[src/gmc_pkg.sv]
package gmc_pkg;

    localparam int MAX_DIVISIONS = 1024;
    localparam logic [10:0] MAX_DIV_W = 11'(MAX_DIVISIONS);

    localparam int CFG_IDX_W = 3;
    localparam int CFG_DATA_W = 32;

    typedef enum logic [CFG_IDX_W-1:0] {
        CFG_CELLS_PER_ROW = 3'd0,
        CFG_ROW_COUNT     = 3'd1,
        CFG_ALONG_LEN     = 3'd2,
        CFG_ACROSS_LEN    = 3'd3,
        CFG_DIAG_LEN      = 3'd4
    } t_cfg_idx;

    typedef enum logic [1:0] {
        KIND_TRI    = 2'd0,
        KIND_EDGE   = 2'd1,
        KIND_REJECT = 2'd2
    } t_kind;

    typedef enum logic [2:0] {
        STEP_TRI0   = 3'd0,
        STEP_TRI1   = 3'd1,
        STEP_SKEW   = 3'd2,
        STEP_BOTTOM = 3'd3,
        STEP_RIGHT  = 3'd4,
        STEP_TOP    = 3'd5,
        STEP_LEFT   = 3'd6
    } t_step;

    typedef struct packed {
        logic [10:0] cells_per_row;
        logic [10:0] row_count;
        logic [31:0] along_row_length;
        logic [31:0] across_row_length;
        logic [31:0] diagonal_length;
    } t_cfg;

    typedef struct packed {
        logic [9:0] cell_row;
        logic [9:0] cell_col;
    } t_cell;

    typedef struct packed {
        logic [1:0]  record_kind;
        logic [21:0] record_index;
        logic [20:0] vert_a;
        logic [20:0] vert_b;
        logic [20:0] vert_c;
        logic [20:0] tri_first;
        logic [20:0] tri_second;
        logic        has_second;
        logic        on_boundary;
        logic [31:0] rest_length;
        logic        last;
    } t_record;

    typedef struct packed {
        logic        reject;
        logic        even;
        logic        row_zero;
        logic        col_zero;
        logic        last_row;
        logic        last_col;
        logic [20:0] lu;
        logic [20:0] ld;
        logic [20:0] t0;
        logic [21:0] top;
        logic [21:0] left;
        logic [21:0] bottom;
        logic [11:0] h2;
    } t_desc;

endpackage

[src/grid_mesh_cell_generator.sv]
// grid cell triangulator, alternating diagonals
//
// input queue side: one word per cell (row, column), taken when push is high
// and full is low. result queue side: the oldest record sits on o_rec while
// empty is low and is taken when pop is high.
// configuration: i_cfg_we writes i_cfg_data into the register named by
// i_cfg_idx; write only while no cell is in flight.
// each cell gives 5 to 7 records (two triangles, skew, bottom, right, plus top
// on row 0 and left on column 0); a cell outside the grid gives one reject.
// throughput: one record per cycle from the record sequencer while the output
// word is empty or popped; cells follow back to back.
// from accept to the first record on o_rec a cell passes the registers of the
// multiply stage, index add stage, two-entry queue, sequencer and output word.
// when pop is held low the output word holds, the sequencer and queue fill,
// and then full rises; nothing is dropped.
// reset: pipeline, queue and output cleared; registers return to 1, 1,
// 65536, 65536, 92682.
module grid_mesh_cell_generator (
    input  logic                                i_clk,
    input  logic                                i_rst_n,
    input  logic                                i_cfg_we,
    input  logic [gmc_pkg::CFG_IDX_W-1:0]       i_cfg_idx,
    input  logic [gmc_pkg::CFG_DATA_W-1:0]      i_cfg_data,
    input  logic                                push,
    input  gmc_pkg::t_cell                      i_cell,
    output logic                                full,
    output logic                                empty,
    output gmc_pkg::t_record                    o_rec,
    input  logic                                pop
);
    import gmc_pkg::*;

    t_cfg  r_cfg;
    logic  f_valid;
    t_desc f_desc;
    logic  q_rdy;
    logic  q_valid;
    t_desc q_desc;
    logic  q_rd;

    always_ff @(posedge i_clk) begin
        if (!i_rst_n) begin
            r_cfg.cells_per_row     <= 11'd1;
            r_cfg.row_count         <= 11'd1;
            r_cfg.along_row_length  <= 32'd65536;
            r_cfg.across_row_length <= 32'd65536;
            r_cfg.diagonal_length   <= 32'd92682;
        end else if (i_cfg_we) begin
            unique case (i_cfg_idx)
                CFG_CELLS_PER_ROW: r_cfg.cells_per_row     <= i_cfg_data[10:0];
                CFG_ROW_COUNT:     r_cfg.row_count         <= i_cfg_data[10:0];
                CFG_ALONG_LEN:     r_cfg.along_row_length  <= i_cfg_data;
                CFG_ACROSS_LEN:    r_cfg.across_row_length <= i_cfg_data;
                CFG_DIAG_LEN:      r_cfg.diagonal_length   <= i_cfg_data;
                default: begin
                end
            endcase
        end
    end

    gmc_front u_front (
        .i_clk   (i_clk),
        .i_rst_n (i_rst_n),
        .i_cfg   (r_cfg),
        .push    (push),
        .i_cell  (i_cell),
        .full    (full),
        .o_valid (f_valid),
        .o_desc  (f_desc),
        .i_rdy   (q_rdy)
    );

    gmc_queue u_queue (
        .i_clk   (i_clk),
        .i_rst_n (i_rst_n),
        .i_wr    (f_valid),
        .i_desc  (f_desc),
        .o_rdy   (q_rdy),
        .o_valid (q_valid),
        .o_desc  (q_desc),
        .i_rd    (q_rd)
    );

    gmc_back u_back (
        .i_clk   (i_clk),
        .i_rst_n (i_rst_n),
        .i_cfg   (r_cfg),
        .i_valid (q_valid),
        .i_desc  (q_desc),
        .o_rd    (q_rd),
        .empty   (empty),
        .o_rec   (o_rec),
        .pop     (pop)
    );

endmodule

[src/gmc_front.sv]
module gmc_front (
    input  logic           i_clk,
    input  logic           i_rst_n,
    input  gmc_pkg::t_cfg  i_cfg,
    input  logic           push,
    input  gmc_pkg::t_cell i_cell,
    output logic           full,
    output logic           o_valid,
    output gmc_pkg::t_desc o_desc,
    input  logic           i_rdy
);
    import gmc_pkg::*;

    logic [10:0] h;
    logic [10:0] w;
    logic [11:0] h_p1;
    logic [11:0] e;
    logic        s1_rdy;
    logic        s2_rdy;

    logic        r_v1;
    logic [9:0]  r_row;
    logic [9:0]  r_col;
    logic [10:0] r_h;
    logic [11:0] r_e;
    logic [21:0] r_p_lu;
    logic [21:0] r_p_t;
    logic [21:0] r_p_top;
    logic        r_reject;
    logic        r_even;
    logic        r_last_row;
    logic        r_last_col;

    logic        r_v2;
    t_desc       r_desc;
    t_desc       n_desc;

    logic [21:0] lu_sum;
    logic [21:0] t_sum;
    logic [21:0] top_sum;

    assign h    = (i_cfg.cells_per_row > MAX_DIV_W) ? MAX_DIV_W : i_cfg.cells_per_row;
    assign w    = (i_cfg.row_count > MAX_DIV_W) ? MAX_DIV_W : i_cfg.row_count;
    assign h_p1 = {1'b0, h} + 12'd1;
    assign e    = {h, 1'b0} + {1'b0, h} + 12'd1;

    assign s2_rdy  = !r_v2 || i_rdy;
    assign s1_rdy  = !r_v1 || s2_rdy;
    assign full    = !s1_rdy;
    assign o_valid = r_v2;
    assign o_desc  = r_desc;

    // multiply stage
    always_ff @(posedge i_clk) begin
        if (!i_rst_n) begin
            r_v1 <= 1'b0;
        end else if (s1_rdy) begin
            r_v1 <= push;
        end
    end

    always_ff @(posedge i_clk) begin
        if (s1_rdy) begin
            r_row      <= i_cell.cell_row;
            r_col      <= i_cell.cell_col;
            r_h        <= h;
            r_e        <= e;
            r_p_lu     <= 22'(i_cell.cell_row) * 22'(h_p1);
            r_p_t      <= 22'(i_cell.cell_row) * 22'(h);
            r_p_top    <= 22'(i_cell.cell_row) * 22'(e);
            r_reject   <= ({1'b0, i_cell.cell_row} >= w) || ({1'b0, i_cell.cell_col} >= h);
            r_even     <= ~(i_cell.cell_row[0] ^ i_cell.cell_col[0]);
            r_last_row <= ({1'b0, i_cell.cell_row} == (w - 11'd1));
            r_last_col <= ({1'b0, i_cell.cell_col} == (h - 11'd1));
        end
    end

    // index add stage
    always_comb begin
        lu_sum  = r_p_lu + 22'(r_col);
        t_sum   = r_p_t + 22'(r_col);
        top_sum = r_p_top + 22'(r_col);
        n_desc.reject   = r_reject;
        n_desc.even     = r_even;
        n_desc.row_zero = (r_row == 10'd0);
        n_desc.col_zero = (r_col == 10'd0);
        n_desc.last_row = r_last_row;
        n_desc.last_col = r_last_col;
        n_desc.lu       = lu_sum[20:0];
        n_desc.ld       = 21'(lu_sum + 22'(r_h) + 22'd1);
        n_desc.t0       = {t_sum[19:0], 1'b0};
        n_desc.top      = top_sum;
        n_desc.left     = r_p_top + 22'(r_h) + {11'd0, r_col, 1'b0};
        n_desc.bottom   = top_sum + 22'(r_e);
        n_desc.h2       = {r_h, 1'b0};
    end

    always_ff @(posedge i_clk) begin
        if (!i_rst_n) begin
            r_v2 <= 1'b0;
        end else if (s2_rdy) begin
            r_v2 <= r_v1;
        end
    end

    always_ff @(posedge i_clk) begin
        if (s2_rdy) begin
            r_desc <= n_desc;
        end
    end

endmodule

[src/gmc_queue.sv]
module gmc_queue (
    input  logic           i_clk,
    input  logic           i_rst_n,
    input  logic           i_wr,
    input  gmc_pkg::t_desc i_desc,
    output logic           o_rdy,
    output logic           o_valid,
    output gmc_pkg::t_desc o_desc,
    input  logic           i_rd
);
    import gmc_pkg::*;

    localparam int DEPTH = 2;
    localparam int PTR_W = $clog2(DEPTH);

    t_desc            r_mem [DEPTH];
    logic [PTR_W-1:0] r_wp;
    logic [PTR_W-1:0] r_rp;
    logic [PTR_W:0]   r_cnt;
    logic             do_wr;
    logic             do_rd;

    assign o_rdy   = (r_cnt != (PTR_W+1)'(DEPTH));
    assign o_valid = (r_cnt != '0);
    assign o_desc  = r_mem[r_rp];
    assign do_wr   = i_wr && o_rdy;
    assign do_rd   = i_rd && o_valid;

    always_ff @(posedge i_clk) begin
        if (do_wr) begin
            r_mem[r_wp] <= i_desc;
        end
    end

    always_ff @(posedge i_clk) begin
        if (!i_rst_n) begin
            r_wp  <= '0;
            r_rp  <= '0;
            r_cnt <= '0;
        end else begin
            if (do_wr) begin
                r_wp <= (r_wp == PTR_W'(DEPTH-1)) ? '0 : r_wp + PTR_W'(1);
            end
            if (do_rd) begin
                r_rp <= (r_rp == PTR_W'(DEPTH-1)) ? '0 : r_rp + PTR_W'(1);
            end
            r_cnt <= r_cnt + (PTR_W+1)'(do_wr) - (PTR_W+1)'(do_rd);
        end
    end

endmodule

[src/gmc_back.sv]
module gmc_back (
    input  logic             i_clk,
    input  logic             i_rst_n,
    input  gmc_pkg::t_cfg    i_cfg,
    input  logic             i_valid,
    input  gmc_pkg::t_desc   i_desc,
    output logic             o_rd,
    output logic             empty,
    output gmc_pkg::t_record o_rec,
    input  logic             pop
);
    import gmc_pkg::*;

    logic    r_cv;
    t_desc   r_cur;
    t_step   r_step;
    t_step   n_step;
    logic    r_ov;
    t_record r_out;
    t_record rec;
    logic    final_rec;
    logic    adv;
    logic    load;

    logic [20:0] ru;
    logic [20:0] rd;
    logic [20:0] t1;
    logic [20:0] btri;

    assign adv   = r_cv && (!r_ov || pop);
    assign load  = !r_cv || (adv && final_rec);
    assign o_rd  = load && i_valid;
    assign empty = !r_ov;
    assign o_rec = r_out;

    assign final_rec = r_cur.reject
                    || (r_step == STEP_LEFT)
                    || (r_step == STEP_TOP && !r_cur.col_zero)
                    || (r_step == STEP_RIGHT && !r_cur.row_zero && !r_cur.col_zero);

    // next step
    always_comb begin
        unique case (r_step)
            STEP_TRI0:   n_step = STEP_TRI1;
            STEP_TRI1:   n_step = STEP_SKEW;
            STEP_SKEW:   n_step = STEP_BOTTOM;
            STEP_BOTTOM: n_step = STEP_RIGHT;
            STEP_RIGHT:  n_step = r_cur.row_zero ? STEP_TOP : STEP_LEFT;
            STEP_TOP:    n_step = STEP_LEFT;
            STEP_LEFT:   n_step = STEP_TRI0;
            default:     n_step = STEP_TRI0;
        endcase
    end

    // record for the current step
    always_comb begin
        ru   = r_cur.lu + 21'd1;
        rd   = r_cur.ld + 21'd1;
        t1   = {r_cur.t0[20:1], 1'b1};
        btri = r_cur.even ? r_cur.t0 : t1;
        rec  = '0;
        rec.last = final_rec;
        if (r_cur.reject) begin
            rec.record_kind = KIND_REJECT;
        end else begin
            unique case (r_step)
                STEP_TRI0: begin
                    rec.record_kind  = KIND_TRI;
                    rec.record_index = {1'b0, r_cur.t0};
                    rec.vert_a       = r_cur.lu;
                    rec.vert_b       = r_cur.ld;
                    rec.vert_c       = r_cur.even ? rd : ru;
                end
                STEP_TRI1: begin
                    rec.record_kind  = KIND_TRI;
                    rec.record_index = {1'b0, t1};
                    rec.vert_a       = r_cur.even ? r_cur.lu : r_cur.ld;
                    rec.vert_b       = rd;
                    rec.vert_c       = ru;
                end
                STEP_SKEW: begin
                    rec.record_kind  = KIND_EDGE;
                    rec.record_index = r_cur.left + 22'd1;
                    rec.vert_a       = r_cur.even ? r_cur.lu : ru;
                    rec.vert_b       = r_cur.even ? rd : r_cur.ld;
                    rec.tri_first    = r_cur.t0;
                    rec.tri_second   = t1;
                    rec.has_second   = 1'b1;
                    rec.rest_length  = i_cfg.diagonal_length;
                end
                STEP_BOTTOM: begin
                    rec.record_kind  = KIND_EDGE;
                    rec.record_index = r_cur.bottom;
                    rec.vert_a       = r_cur.ld;
                    rec.vert_b       = rd;
                    rec.tri_first    = btri;
                    rec.tri_second   = r_cur.last_row ? 21'd0 : btri + 21'(r_cur.h2);
                    rec.has_second   = !r_cur.last_row;
                    rec.on_boundary  = r_cur.last_row;
                    rec.rest_length  = i_cfg.along_row_length;
                end
                STEP_RIGHT: begin
                    rec.record_kind  = KIND_EDGE;
                    rec.record_index = r_cur.left + 22'd2;
                    rec.vert_a       = ru;
                    rec.vert_b       = rd;
                    rec.tri_first    = t1;
                    rec.tri_second   = r_cur.last_col ? 21'd0 : t1 + 21'd1;
                    rec.has_second   = !r_cur.last_col;
                    rec.on_boundary  = r_cur.last_col;
                    rec.rest_length  = i_cfg.across_row_length;
                end
                STEP_TOP: begin
                    rec.record_kind  = KIND_EDGE;
                    rec.record_index = r_cur.top;
                    rec.vert_a       = r_cur.lu;
                    rec.vert_b       = ru;
                    rec.tri_first    = r_cur.even ? t1 : r_cur.t0;
                    rec.on_boundary  = 1'b1;
                    rec.rest_length  = i_cfg.along_row_length;
                end
                STEP_LEFT: begin
                    rec.record_kind  = KIND_EDGE;
                    rec.record_index = r_cur.left;
                    rec.vert_a       = r_cur.lu;
                    rec.vert_b       = r_cur.ld;
                    rec.tri_first    = r_cur.t0;
                    rec.on_boundary  = 1'b1;
                    rec.rest_length  = i_cfg.across_row_length;
                end
                default: begin
                    rec.record_kind = KIND_REJECT;
                end
            endcase
        end
    end

    always_ff @(posedge i_clk) begin
        if (!i_rst_n) begin
            r_cv   <= 1'b0;
            r_step <= STEP_TRI0;
            r_ov   <= 1'b0;
        end else begin
            if (load) begin
                r_cv   <= i_valid;
                r_step <= STEP_TRI0;
            end else if (adv) begin
                r_step <= n_step;
            end
            if (adv) begin
                r_ov <= 1'b1;
            end else if (pop) begin
                r_ov <= 1'b0;
            end
        end
    end

    always_ff @(posedge i_clk) begin
        if (load) begin
            r_cur <= i_desc;
        end
        if (adv) begin
            r_out <= rec;
        end
    end

endmodule
[config.mk]
export PLATFORM = sky130hd
export DESIGN_NAME = grid_mesh_cell_generator
export DESIGN_NICKNAME = d
export VERILOG_FILES = /design/src/gmc_pkg.sv /design/src/grid_mesh_cell_generator.sv /design/src/gmc_front.sv /design/src/gmc_queue.sv /design/src/gmc_back.sv
export SDC_FILE = /design/constraint.sdc
export NUM_CORES = 2
export LEC_CHECK = 0
export ABC_AREA = 1
export BUFFER_PORTS_ARGS = -buffer_cell sky130_fd_sc_hd__buf_2
export CAP_MARGIN = 5
export CORE_MARGIN = 1.5
export CORE_UTILIZATION = 60
export DETAILED_ROUTE_END_ITERATION = 8
export HOLD_SLACK_MARGIN = 0.06
export PLACE_DENSITY = 0.78
export SYNTH_ARGS = -nofsm -noshare
export SYNTH_HDL_FRONTEND = slang
export SYNTH_SLANG_ARGS = --single-unit
[constraint.sdc]
create_clock -name i_clk -period 20.2 [get_ports i_clk]
set_input_delay 2.02 -clock i_clk [delete_from_list [all_inputs] [get_ports i_clk]]
set_output_delay 2.02 -clock i_clk [all_outputs]
set_load 0.005 [all_outputs]
==> impl_metrics.env <==
export IMPL_swShare_pct=37.5
export IMPL_post_route_period_util_pct=39.9
export IMPL_antenna_found_initial=2
export IMPL_cts_root_buf="clkbuf_16"
export IMPL_maxSlewHeadroom_pct=8.15
export IMPL_path_class="flop to flop"
export IMPL_clkSinkCount=977
export IMPL_fin_crit_ns=8.06
export IMPL_vias=42700
export IMPL_synth_compound_area_share_pct=7.00
export IMPL_yosys_area_share_simple_pct=19.2
export IMPL_postRouteAntennaNets=0
export IMPL_path_clk_slew_ns=0.06
export IMPL_cts_htree_levels=3
export IMPL_combinationalPowerShare_pct=32.3
export IMPL_dieWidth_microns=310
export IMPL_cp_slowest_cell="dfxtp_1"
export IMPL_ios=226
export IMPL_fin_skew_ns=0.0331
export IMPL_route_detailed_drc=1
export IMPL_row_count=112
export IMPL_postCtsSetupRepairBufs=0
export IMPL_critPathArrivalTime_ns=8.49
export IMPL_max_freq_ghz=0.124
export IMPL_finalWirelength_mm=148
export IMPL_tns_ns=0
export IMPL_dieArea_sq_um=96200
export IMPL_synth_distinct_cells=72
export IMPL_initial_core_util_pct=60.6
export IMPL_seqPwrFrac_pct=43.8
export IMPL_seq_area_frac_synth_pct=49.6
export IMPL_whs_path_depth=0
export IMPL_cts_buffer_depth=3
export IMPL_setup_violations=0
export IMPL_grt_pass1_wl_mm=226
export IMPL_min_path_type="flop to flop"
export IMPL_ys_warn_count=0
export IMPL_status="finished with violations"
export IMPL_violations="design-rule violations"
export IMPL_fillers=7298
export IMPL_hold_viol=0
export IMPL_r2r_cells=28
export IMPL_syn_inst=5944
export IMPL_first_pass_iters=9
export IMPL_endpoint_kind="flop"
export IMPL_timing_hold_ws_ns=0.434
export IMPL_diodes=0
export IMPL_cap_violations=0
export IMPL_chipHeight_microns=310
export IMPL_dr_first_iter_drc_count=4708
export IMPL_ys_flop_type="edfxtp_1"
export IMPL_hpwl_mm=109
export IMPL_first_global_vias=40400
export IMPL_grt_overflow_total=0
export IMPL_synth_edff_count=848
export IMPL_worst_path_max_fanout=18
export IMPL_wl_per_cell_microns=19.9
export IMPL_cts_repair_resized=0
export IMPL_finalMaxSlewViolations=0
export IMPL_power_switching_mw=2.85
export IMPL_cts_tree="done"
export IMPL_cts_buffers=96
export IMPL_synth_mux_area_fraction_pct=0
export IMPL_cp_required_ns=20.63
export IMPL_clock_latency_ns=0.70
export IMPL_slowest_delay_ns=0.83
export IMPL_ys_ff_latch=977
export IMPL_routed_via_density=5.71
export IMPL_drive_above_1_share_pct=8.38
export IMPL_grt_max_degree=96
export IMPL_synth_area_sq_um=56600
export IMPL_p_leak_nw=28.1
export IMPL_tightest_slew_ns=1.37
export IMPL_nNetsFinal=6723
export IMPL_synth_top_family_by_area="simple AND/OR/NAND/NOR gates"
export IMPL_p_int_mw=4.74
export IMPL_synth_avg_cell_area_sq_um=9.52
export IMPL_p_clk_share_pct=23.9
export IMPL_power_density_nw_per_um2=122
export IMPL_synth_fa_ha_area_share_pct=14.9
export IMPL_io_buffers=225
export IMPL_synthArstFlopShare_pct=0
export IMPL_gp_congestion=0.967
export IMPL_syn_to_final_growth_pct=9.84
export IMPL_cp_start_kind="flop"
export IMPL_synth_xor_area_share_pct=3.16
export IMPL_rsz0062_at_grt="false"
export IMPL_grt_usage_pct=30.7
export IMPL_vdd_drop_max_uv=68.1
export IMPL_hold_buffers=0
export IMPL_core_sq_um=93300
cells in the final DEF (no fill, tap or decap), drive strengths merged, types with 15 or more instances in the layout:
cell and n:
a21oi 219, a31oi 31, clkbuf 116, buf 262, nand2 1602, o211ai 19
clkinv 49, o21ai 253, nand4 52, ha 289, nor3 55, dfxtp 129
nand3 291, fa 241, a22oi 30, xnor2 66, xor2 131, inv 727
nor4 15, edfxtp 848, or2 22, nor2 603, o22ai 17
flip-flops by register name (all words and copies together) (netlist names), 2 cells and up:
register and flops:
u_queue.r_mem 288, u_back.o_rec 164, u_back.r_cur 144, u_front.o_desc 144, r_cfg 118, u_front.r_p_top 22, u_front.r_p_lu 20, u_front.r_p_t 20
u_front.r_e 12, u_front.r_col 10, u_front.r_h 10, u_front.r_row 10, u_back.r_step 3, u_queue.r_cnt 2
final cells by class:
cell class / instances / area, sq um / area share, %
Timing Repair Buffer: 262 / 1400 / 2.26
Tap cell: 1254 / 1570 / 2.52
Sequential cell: 977 / 28100 / 45.1
Clock inverter: 66 / 746 / 1.20
Multi-Input combinational cell: 4070 / 25100 / 40.5
Clock buffer: 116 / 2490 / 4.00
Inverter: 726 / 2750 / 4.42
metal layers:
metal	vias to the layer above	routed length [microns]	global-route usage [%]	part of all wire, %
li1	20000	-	-	-
met1	20200	62100	43.0	42
met2	2036	67500	48.2	45
met3	350	12700	4.28	8.6
met4	2	6140	12.9	4.1
met5	-	13	0	0.0088
synthesized netlist by cell type, types with 24 or more instances:
master	n	area share (%)
dfxtp_1	129	4.6
a31oi_1	31	0.34
o21ai_0	239	2.1
nand4_1	52	0.57
nand2_1	1574	10
nand2_2	24	0.27
inv_1	703	4.7
fa_1	241	8.5
nand3_1	286	2.5
a21oi_1	219	1.9
buf_2	30	0.27
a22oi_1	30	0.40
ha_1	289	6.4
nor2_1	588	3.9
nor3_1	51	0.45
edfxtp_1	848	45
xor2_1	127	2.0
xnor2_1	65	1.0
clkbuf_1	127	0.84
worst max-delay path: cells and delay by family (launching register included):
family / cells / cell delay [ns]
DFF: 1 / 0.83
buffers and inverters: 6 / 0.71
adders and majority gates: 7 / 3.21
xor gates and xnor gates: 1 / 0.16
and+or+nand+nor: 5 / 1.01
AOI/OAI and AO/OA: 9 / 1.85
cell families after synthesis:
| kind of cell | Yosys count |
|---|---|
| AO/OA/AOI/OAI | 678 |
| XOR/XNOR | 197 |
| adder cells (fa/ha/maj) | 530 |
| buffers and inverters | 904 |
| flip-flops | 977 |
| other | 2 |
| AND/OR/NAND/NOR | 2656 |
worst paths after layout:
path                                startpoint                        endpoint  slack [ns]
setup reg to reg       r_cfg[117]$_SDFFE_PN0P_   u_front.r_p_top[18]$_DFFE_PN_       12.14
setup / recovery       r_cfg[117]$_SDFFE_PN0P_   u_front.r_p_top[18]$_DFFE_PN_       12.14
hold / removal    u_front.o_desc[74]$_DFFE_PP_  u_queue.r_mem[0][73]$_DFFE_PP_        0.43
hold reg to reg   u_front.o_desc[74]$_DFFE_PP_  u_queue.r_mem[0][73]$_DFFE_PP_        0.43
power by group through the flow:
| stage | sequential (mW) | clock (mW) | combinational [mW] |
|---|---|---|---|
| floorplan | 3.22 | 0 | 1.69 |
| global placement | 3.32 | 0 | 2.35 |
| detailed placement | 3.35 | 0 | 2.40 |
| CTS | 3.31 | 1.83 | 2.42 |
| global route | 3.37 | 1.91 | 2.72 |
| finish | 3.33 | 1.82 | 2.45 |
metrics by stage:
stage	util [%]	power, mW	setup WS, ns	std cells	cell area, sq um
2_1_floorplan	-	4.90	12.91	5951	56600
3_3_place_gp	63.1	5.67	12.44	7289	58900
3_5_place_dp	63.1	5.75	12.28	7289	58900
4_1_cts	66.6	7.57	12.26	7471	62200
5_1_grt	66.6	8.00	11.67	7471	62200
6_report	66.6	7.59	12.14	7471	62200
(Power assumes the default switching activity.)
